===== config.mk =====
export PLATFORM = sky130hd
export DESIGN_NAME = sbd_mulacc
export DESIGN_NICKNAME = d
export VERILOG_FILES = /design/src/rtl/core/sbd_pkg.sv /design/src/rtl/core/sbd_mulacc.sv
export SDC_FILE = /design/constraint.sdc
export NUM_CORES = 2
export LEC_CHECK = 0
export ABC_AREA = 0
export CAP_MARGIN = 20
export CELL_PAD_IN_SITES_DETAIL_PLACEMENT = 1
export CELL_PAD_IN_SITES_GLOBAL_PLACEMENT = 2
export CORE_AREA = 2 2 381 383
export CTS_BUF_LIST = sky130_fd_sc_hd__clkbuf_8 sky130_fd_sc_hd__clkbuf_16
export DETAILED_ROUTE_END_ITERATION = 6
export DIE_AREA = 0 0 383 385
export DONT_BUFFER_PORTS = 1
export PLACE_DENSITY_LB_ADDON = 0.1
export SYNTH_ARGS = -nofsm -noshare
export SYNTH_HDL_FRONTEND = slang
export SYNTH_SLANG_ARGS = --single-unit

===== constraint.sdc =====
create_clock -name i_clk -period 37.3 [get_ports i_clk]
set_input_delay 1.865 -clock i_clk [delete_from_list [all_inputs] [get_ports i_clk]]
set_output_delay 1.865 -clock i_clk [all_outputs]
set_load 0.1 [all_outputs]

===== src/rtl/core/sbd_pkg.sv =====
// Shared constants, item types and sequencer codes for the subband energy beat detector.
// Depends on nothing; every other file in rtl/core imports it.
`default_nettype none

package sbd_pkg;

    // Block dimensions
    localparam int BAND_COUNT    = 39;
    localparam int BINS_PER_BAND = 5;
    localparam int HISTORY_DEPTH = 64;

    // Field and datapath widths
    localparam int BIN_VALUE_W = 16;
    localparam int MASK_W      = 39;
    localparam int CFG_W       = 16;
    localparam int MAG_W       = 16;
    localparam int ACC_W       = 48;
    localparam int E_W         = 46;
    localparam int SUM_W       = E_W + $clog2(HISTORY_DEPTH);
    localparam int SQ_W        = 2 * E_W + $clog2(HISTORY_DEPTH);
    localparam int WM_W        = 2 * E_W;
    localparam int CNT_W       = $clog2(HISTORY_DEPTH + 1);
    localparam int Q_W         = SQ_W + CNT_W;
    localparam int K_W         = CFG_W + 2 * CNT_W;
    localparam int P_W         = K_W + WM_W;
    localparam int R1_W        = P_W + SUM_W;
    localparam int FM_W        = CFG_W + E_W;
    localparam int EN_W        = 64;

    // Limb multiplier geometry
    localparam int LIMB_W  = 32;
    localparam int A_LIMBS = 6;
    localparam int B_LIMBS = 2;
    localparam int RW      = A_LIMBS * LIMB_W;
    localparam int BW      = B_LIMBS * LIMB_W;

    // Counters and addresses
    localparam int SLOT_W  = (HISTORY_DEPTH > 1) ? $clog2(HISTORY_DEPTH) : 1;
    localparam int BAND_W  = $clog2(BAND_COUNT + 1);
    localparam int BIDX_W  = (BAND_COUNT > 1) ? $clog2(BAND_COUNT) : 1;
    localparam int BIN_W   = $clog2(BINS_PER_BAND + 1);
    localparam int ADDR_W  = $clog2(BAND_COUNT * HISTORY_DEPTH);
    localparam int PADDR_W = 4;

    localparam int        N_SQ   = HISTORY_DEPTH * HISTORY_DEPTH;
    localparam logic [BW-1:0] N_CUBE = BW'(HISTORY_DEPTH * HISTORY_DEPTH * HISTORY_DEPTH);

    // Band energy = (sum * DIV_RECIP) >> DIV_SHIFT, exact for any 48-bit sum
    localparam int DIV_SHIFT = ACC_W + $clog2(BINS_PER_BAND);
    localparam logic [BW-1:0] DIV_RECIP =
        BW'(((64'd1 << DIV_SHIFT) + 64'(BINS_PER_BAND - 1)) / 64'(BINS_PER_BAND));

    // Register map (index = byte address / 4)
    localparam logic [1:0] REG_GAIN   = 2'd0;
    localparam logic [1:0] REG_OFFSET = 2'd1;
    localparam logic [1:0] REG_SCALE  = 2'd2;
    localparam logic [1:0] REG_FLOOR  = 2'd3;

    localparam logic [CFG_W-1:0] GAIN_RST   = 16'd61440;
    localparam logic [CFG_W-1:0] OFFSET_RST = 16'd5734;
    localparam logic [CFG_W-1:0] SCALE_RST  = 16'd3562;
    localparam logic [CFG_W-1:0] FLOOR_RST  = 16'd614;

    typedef struct packed {
        logic signed [BIN_VALUE_W-1:0] bin_value;
        logic                          last_bin;
    } t_in_item;

    typedef struct packed {
        logic [MASK_W-1:0] beat_mask;
        logic              history_ready;
    } t_out_item;

    // Request to the limb multiplier
    typedef struct packed {
        logic       start;
        logic       accum;
        logic [2:0] a_last;
        logic       b_last;
    } t_mul_req;

    // Multiply steps of the beat test
    typedef enum logic [3:0] {
        OP_WM = 4'd0,
        OP_NS = 4'd1,
        OP_SS = 4'd2,
        OP_P  = 4'd3,
        OP_NQ = 4'd4,
        OP_EN = 4'd5,
        OP_L  = 4'd6,
        OP_R1 = 4'd7,
        OP_R2 = 4'd8
    } t_op;

endpackage

`default_nettype wire


===== src/rtl/core/sbd_mulacc.sv =====
// Limb-serial multiply-accumulate: one 32x32 partial product per cycle, added to the accumulator in the next cycle.
// Depends on sbd_pkg.
`default_nettype none

module sbd_mulacc (
    input  logic                   i_clk,
    input  logic                   i_rst_n,
    input  sbd_pkg::t_mul_req      i_req,
    input  logic [sbd_pkg::RW-1:0] i_a,
    input  logic [sbd_pkg::BW-1:0] i_b,
    output logic                   o_busy,
    output logic [sbd_pkg::RW-1:0] o_acc
);
    import sbd_pkg::*;

    logic [A_LIMBS-1:0][LIMB_W-1:0] r_a;
    logic [B_LIMBS-1:0][LIMB_W-1:0] r_b;
    logic [2:0]                     r_a_last;
    logic                           r_b_last;
    logic [2:0]                     r_i;
    logic                           r_j;
    logic                           r_run;
    logic                           r_pv;
    logic [2*LIMB_W-1:0]            r_pp;
    logic [2:0]                     r_sh;
    logic [RW-1:0]                  r_acc;
    logic [RW-1:0]                  pp_shifted;

    // place the partial product at its limb offset
    assign pp_shifted = RW'(r_pp) << {r_sh, 5'b0};

    // control
    always_ff @(posedge i_clk) begin
        if (!i_rst_n) begin
            r_run <= 1'b0;
            r_pv  <= 1'b0;
        end else begin
            r_pv <= r_run;
            if (i_req.start) begin
                r_run <= 1'b1;
            end else if (r_run && r_i == r_a_last && r_j == r_b_last) begin
                r_run <= 1'b0;
            end
        end
    end

    // operands, limb walk and accumulator
    always_ff @(posedge i_clk) begin
        if (i_req.start) begin
            r_a      <= i_a;
            r_b      <= i_b;
            r_a_last <= i_req.a_last;
            r_b_last <= i_req.b_last;
            r_i      <= 3'd0;
            r_j      <= 1'b0;
            if (!i_req.accum) begin
                r_acc <= '0;
            end
        end else if (r_run) begin
            r_pp <= r_a[r_i] * r_b[r_j];
            r_sh <= r_i + 3'(r_j);
            if (r_i == r_a_last) begin
                r_i <= 3'd0;
                r_j <= ~r_j;
            end else begin
                r_i <= r_i + 3'd1;
            end
        end
        if (r_pv) begin
            r_acc <= r_acc + pp_shifted;
        end
    end

    assign o_busy = r_run | r_pv;
    assign o_acc  = r_acc;

endmodule

`default_nettype wire


# Word-level counts from Yosys, hierarchy flattened

Index checks and enable logic that the tools add are counted.

Flip-flop bits (word level): 525
Output and inout bits: 193
Word-level logic and storage cells: 47

Add/subtract/negate cells: 3
Multipliers: 1
Order comparisons: 2
Eq/ne operators: 3
Shift operators: 1
Multiplexer cells: 10
Bitwise operators: 3
Reductions and logical operators: 7

Operators with widths:

| operator                                            | number |
|---|---|
| 2-to-1 mux 192 bit                                  | 3 |
| adder 192 bit                                       | 1 |
| << shifter 64 x 8 -> 192 bit                        | 1 |
| binary-select mux 32 bit (select 3 bit)             | 1 |
| 2-to-1 mux 32 bit                                   | 3 |
| multiplier 32 x 32 -> 64 bit                        | 1 |
| AND reduction 2 bit                                 | 3 |
| < comparator 3 x 4 -> 1 bit (second input constant) | 1 |
| nonzero test 2 bit                                  | 2 |
| adder 3 x 1 -> 3 bit                                | 1 |
| adder 3 x 1 -> 3 bit (second input constant)        | 1 |
| equality test 3 bit                                 | 1 |
| 2-to-1 mux 3 bit                                    | 1 |
| logical AND 1 bit                                   | 2 |
| < comparator 1 x 2 -> 1 bit (second input constant) | 1 |
| 2-to-1 mux 1 bit                                    | 2 |
| != test 2 x 1 -> 1 bit (second input constant)      | 1 |
| inverter 1 bit                                      | 2 |
| equality test 1 bit                                 | 1 |
| bitwise OR 1 bit                                    | 1 |

# Depth between registers and ports, before layout

Depth after elaboration: 5
Gate-level depth with buffers: 35
Mapped depth without buffers: 31

# Least setup slack after synthesis

No wires, ideal clock.

Path kind: in2reg
From: in i_req[5] in the netlist's numbering
To: reg r_acc[0], in the netlist o_acc[0], enable pin
Setup time: 1.010 ns
Arrival time: 15.276 ns
Required time: 36.290 ns
Setup slack: 21.014 ns
Stages on the path: 2
Path buffers: 0
Cells stage by stage: inv_1 > o21ai_0

Longest elaborated chain between the ends: 2

RTL lines:

| item                                 | line             | source |
|---|---|---|
| start: declaration                   | sbd_mulacc.sv:8  | `input sbd_pkg::t_mul_req i_req,` |
| nonzero test 2 bit (no source line)  | -                |  |
| AND reduction 2 bit (no source line) | -                |  |
| end signal: assignment               | sbd_mulacc.sv:70 | `r_acc <= r_acc + pp_shifted;` |
| end: declaration                     | sbd_mulacc.sv:26 | `logic [RW-1:0] r_acc;` |

No other way between the ends.
A chain may end at the register's enable or synchronous reset.

# Worst setup path after layout

From: reg r_i[0]
To: reg r_pp[61] (data pin)

Longest elaborated chain between the ends: 3

RTL lines:

| item                                    | line             | source |
|---|---|---|
| start: declaration                      | sbd_mulacc.sv:20 | `logic [2:0] r_i;` |
| start signal: assignment                | sbd_mulacc.sv:66 | `r_i <= r_i + 3'd1;` |
| binary-select mux 32 bit (select 3 bit) | sbd_mulacc.sv:60 | `r_pp <= r_a[r_i] * r_b[r_j];` |
| 2-to-1 mux 32 bit (implied by the code) | sbd_mulacc.sv:60 |  |
| multiplier 32 x 32 -> 64 bit            | sbd_mulacc.sv:60 |  |
| end signal: assignment                  | sbd_mulacc.sv:60 |  |
| end: declaration                        | sbd_mulacc.sv:24 | `logic [2*LIMB_W-1:0] r_pp;` |

No other way between the ends. The select of a mux whose other input is x is not followed.

==> summary.md <==
| Metric | Value |
|---|---|
| Share of layout cells above drive strength 1 | `5.48%` |
| Number of I/O pins | `457` |
| Share of the synthesized area in the top cell type | `27.3%` |
| Fillers | `16231` |
| Postcts setup bufs | `0` |
| Via density | `5.98` |
| WHS | `0.750 ns` |
| Multi-input gate area | `0.0454 sq mm` |
| Post-synth top area cell | `fa_1` |
| Clk_lat worst skew | `0.70 ns` |
| Most frequent cell after synthesis | `nor2_1` |
| RR Startpoint | `r_i[0]$_SDFFE_PP0P_` |
| RSZ-0062 raised after global routing | `false` |
| GR Util All Layers | `36.3%` |
| Worst path most repeated cell | `fa_1` |
| Crit path DAT | `11.15 ns` |
| Yosys Warn Count | `0` |
| Vias in the first global route | `57541` |
| Critical Setup Path Class | `flip-flop to flip-flop` |
| Critical path endpoint category | `flip-flop` |
| CP max FO | `36` |
| Worst hold path type | `flip-flop to flip-flop` |
| Worst reg2reg path depth | `28` |
| Hold Path Origin | `r_j$_SDFFE_PP0P_` |
| Period utilization | `28.7%` |
| Max cap viols | `0` |
| Worst Hold Endpoint | `r_j$_SDFFE_PP0P_` |
| Post-Syn Area | `0.0657 sq mm` |
| First-pass GRT wire length | `389000 microns` |
| Worst path required time | `37.74 ns` |
| CP top delay family | `adder cells` |
| I/O Buffers | `0` |
| Outcome | `finished clean` |
| Resized cells post-CTS | `0` |
| Final instance area | `0.0701 sq mm` |
| Area grow syn2layout | `6.74%` |
| Initial antenna violation count | `25` |
| # DRC | `0` |
| Htree depth | `3` |
| Detailed Route Iter0 Violations | `3863` |
| Post-synth EDFFs | `519` |
| Startpoint Class | `flip-flop` |
| Gpl congestion | `0.956` |
| Top cells by area, synth | `fa_1 27%, edfxtp_1 24%, ha_1 8.7%` |
| Minimum clock period | `10.71 ns` |
| R2r setup slk | `26.59 ns` |
| Dpl hpwl | `213000 microns` |
| Die height | `385 microns` |
| Routed vias | `52956` |
| Yosys cell types | `90` |
| Skew final | `0.0389 ns` |
| Hold Path Depth | `2` |
| R2R Path End | `r_pp[61]$_DFFE_PP_` |
| Worst-path clk slew | `0.06 ns` |
| Num Clock Sinks | `525` |
| Setup tns final | `0 ns` |
| Post-Syn Area per Cell | `9.30 sq um` |
| Initial core utilization | `45.9%` |
| Final Hold Fails | `0` |
| Core area | `0.143 sq mm` |
| Cts hold-fix bufs | `0` |
| Post-placement cell area | `0.0678 sq mm` |
| Delay of the slowest cell on the worst path | `0.80 ns` |
| Mapped Nets | `8686` |
| Number of synthesized register bits | `525` |
| Clock Tree Buf Depth | `3` |
| Commonest cells post-synth | `1124 x nor2_1, 933 x inv_1, 897 x fa_1` |
| DR pass1 iterations | `6` |
| Grt ovf | `0` |
| Clock root buffer | `clkbuf_16` |
| Inserted Clock Buffers | `67` |
| Final net count | `8502` |
| Ys async rst share | `0%` |
| Slew headroom | `19.1%` |
| Routed len/inst | `30.1 microns` |
| Worst-margin pin slew | `1.18 ns` |
| Synth Flop Type | `edfxtp_1` |
| CTS tree | `done` |
| Register area | `0.0157 sq mm` |
| Cell row count | `139` |
| Wirelength, routed | `266000 microns` |
| Max Slew Vio Count | `0` |
| CP bufs+invs | `5` |
| Seq/Total Area, Yosys | `23.9%` |
| Die width | `383 microns` |
| Die area | `0.147 sq mm` |
| Max stage delay cell, worst path | `a21oi_4` |
| Routed Antenna Nets | `0` |
| Fmax | `93.4 MHz` |
| Largest net degree at the start of global routing | `267` |
| Mapped Cells | `7068` |
| Final Setup Violations | `0` |
## layout by cell type, fill, tap and decap left out, drive strengths merged, types with 63 or more instances in the layout
cell / count
nand4: 131
and2: 63
nor2: 1124
nand2: 721
edfxtp: 519
fa: 897
buf: 112
a21oi: 424
xnor2: 140
nor3: 71
xor2: 100
a21o: 153
o21bai: 75
mux2i: 97
inv: 950
ha: 457
clkbuf: 72
o21ai: 245
## how the worst max path moves through the flow
| stage | start | end | slack (ns) | depth (start not counted) |
|---|---|---|---|---|
| after floorplan | i_req[5] | o_acc[0]$_SDFFCE_PN0P_ | 21.01 | 2 |
| after global placement | r_i[0]$_SDFFE_PP0P_ | r_pp[61]$_DFFE_PP_ | 26.73 | 28 |
| after detailed placement | r_i[0]$_SDFFE_PP0P_ | r_pp[61]$_DFFE_PP_ | 26.56 | 28 |
| after CTS | r_i[0]$_SDFFE_PP0P_ | r_pp[61]$_DFFE_PP_ | 26.57 | 28 |
| after global routing | r_i[0]$_SDFFE_PP0P_ | r_pp[61]$_DFFE_PP_ | 25.98 | 28 |
| final | r_i[0]$_SDFFE_PP0P_ | r_pp[61]$_DFFE_PP_ | 26.59 | 28 |
## flip-flops by register name, summed over array words and instances, names as in the netlist
signal,cells
o_acc,192
r_a_last,3
r_sh,3
r_pv,1
r_a,192
r_pp,64
r_i,3
r_b,64
r_j,1
r_b_last,1
r_run,1
## stage by stage
step | setup WS, ns | util (%) | std cells
after floorplan | 21.01 | - | 7068
after global placement | 26.73 | 47.4 | 8717
after detailed placement | 26.56 | 47.4 | 8717
after CTS | 26.57 | 49.0 | 8836
after global routing | 25.98 | 49.0 | 8847
final | 26.59 | 49.0 | 8857
## worst reg2reg max path: cells and delay by family (launching register included)
family	cells	cell delay, ns
fa+ha+maj	9	4.29
mux	1	0.65
simple gates	3	0.71
xor+xnor	1	0.13
compound gates	9	3.05
flops	1	0.77
buf+inv	5	0.88
## routing by layer
metal  share of wire [%]  track usage, %  wire [microns]  vias to the layer above
met5               0.027               0              71                        -
met4                 6.7            21.2           17800                       12
met3                 7.1            7.37           18800                      588
met2                  48            60.4          127000                     1997
met1                  39            43.6          103000                    27435
li1                    -               -               -                    22924
## cell families (layout without fill, tap and decap cells)
logic type               after synthesis  count (layout)  synth area share [%]
buffers and inverters               1301            1167                  7.55
XOR/XNOR                             240             240                  3.20
multiplexers                         159             159                  3.09
AND/OR/NAND/NOR                     2291            2291                  14.8
adder cells (fa/ha/maj)             1354            1354                  36.0
flip-flops                           525             525                  23.9
AO/OA/AOI/OAI                       1198            1198                  11.5
other                                  0              20                     0
## cell type report
type                            count  area share, %
Inverter                          935           5.01
Timing Repair Buffer              113           1.22
Clock inverter                     48          0.746
Multi-Input combinational cell   5242           64.7
Sequential cell                   525           22.4
Tap cell                         1903           3.39
Antenna cell                       20         0.0714
Clock buffer                       71           2.48
Power is left out: the tool's default activity adds up to more than one toggle a clock period on the data nets, which glitch-free logic cannot reach.
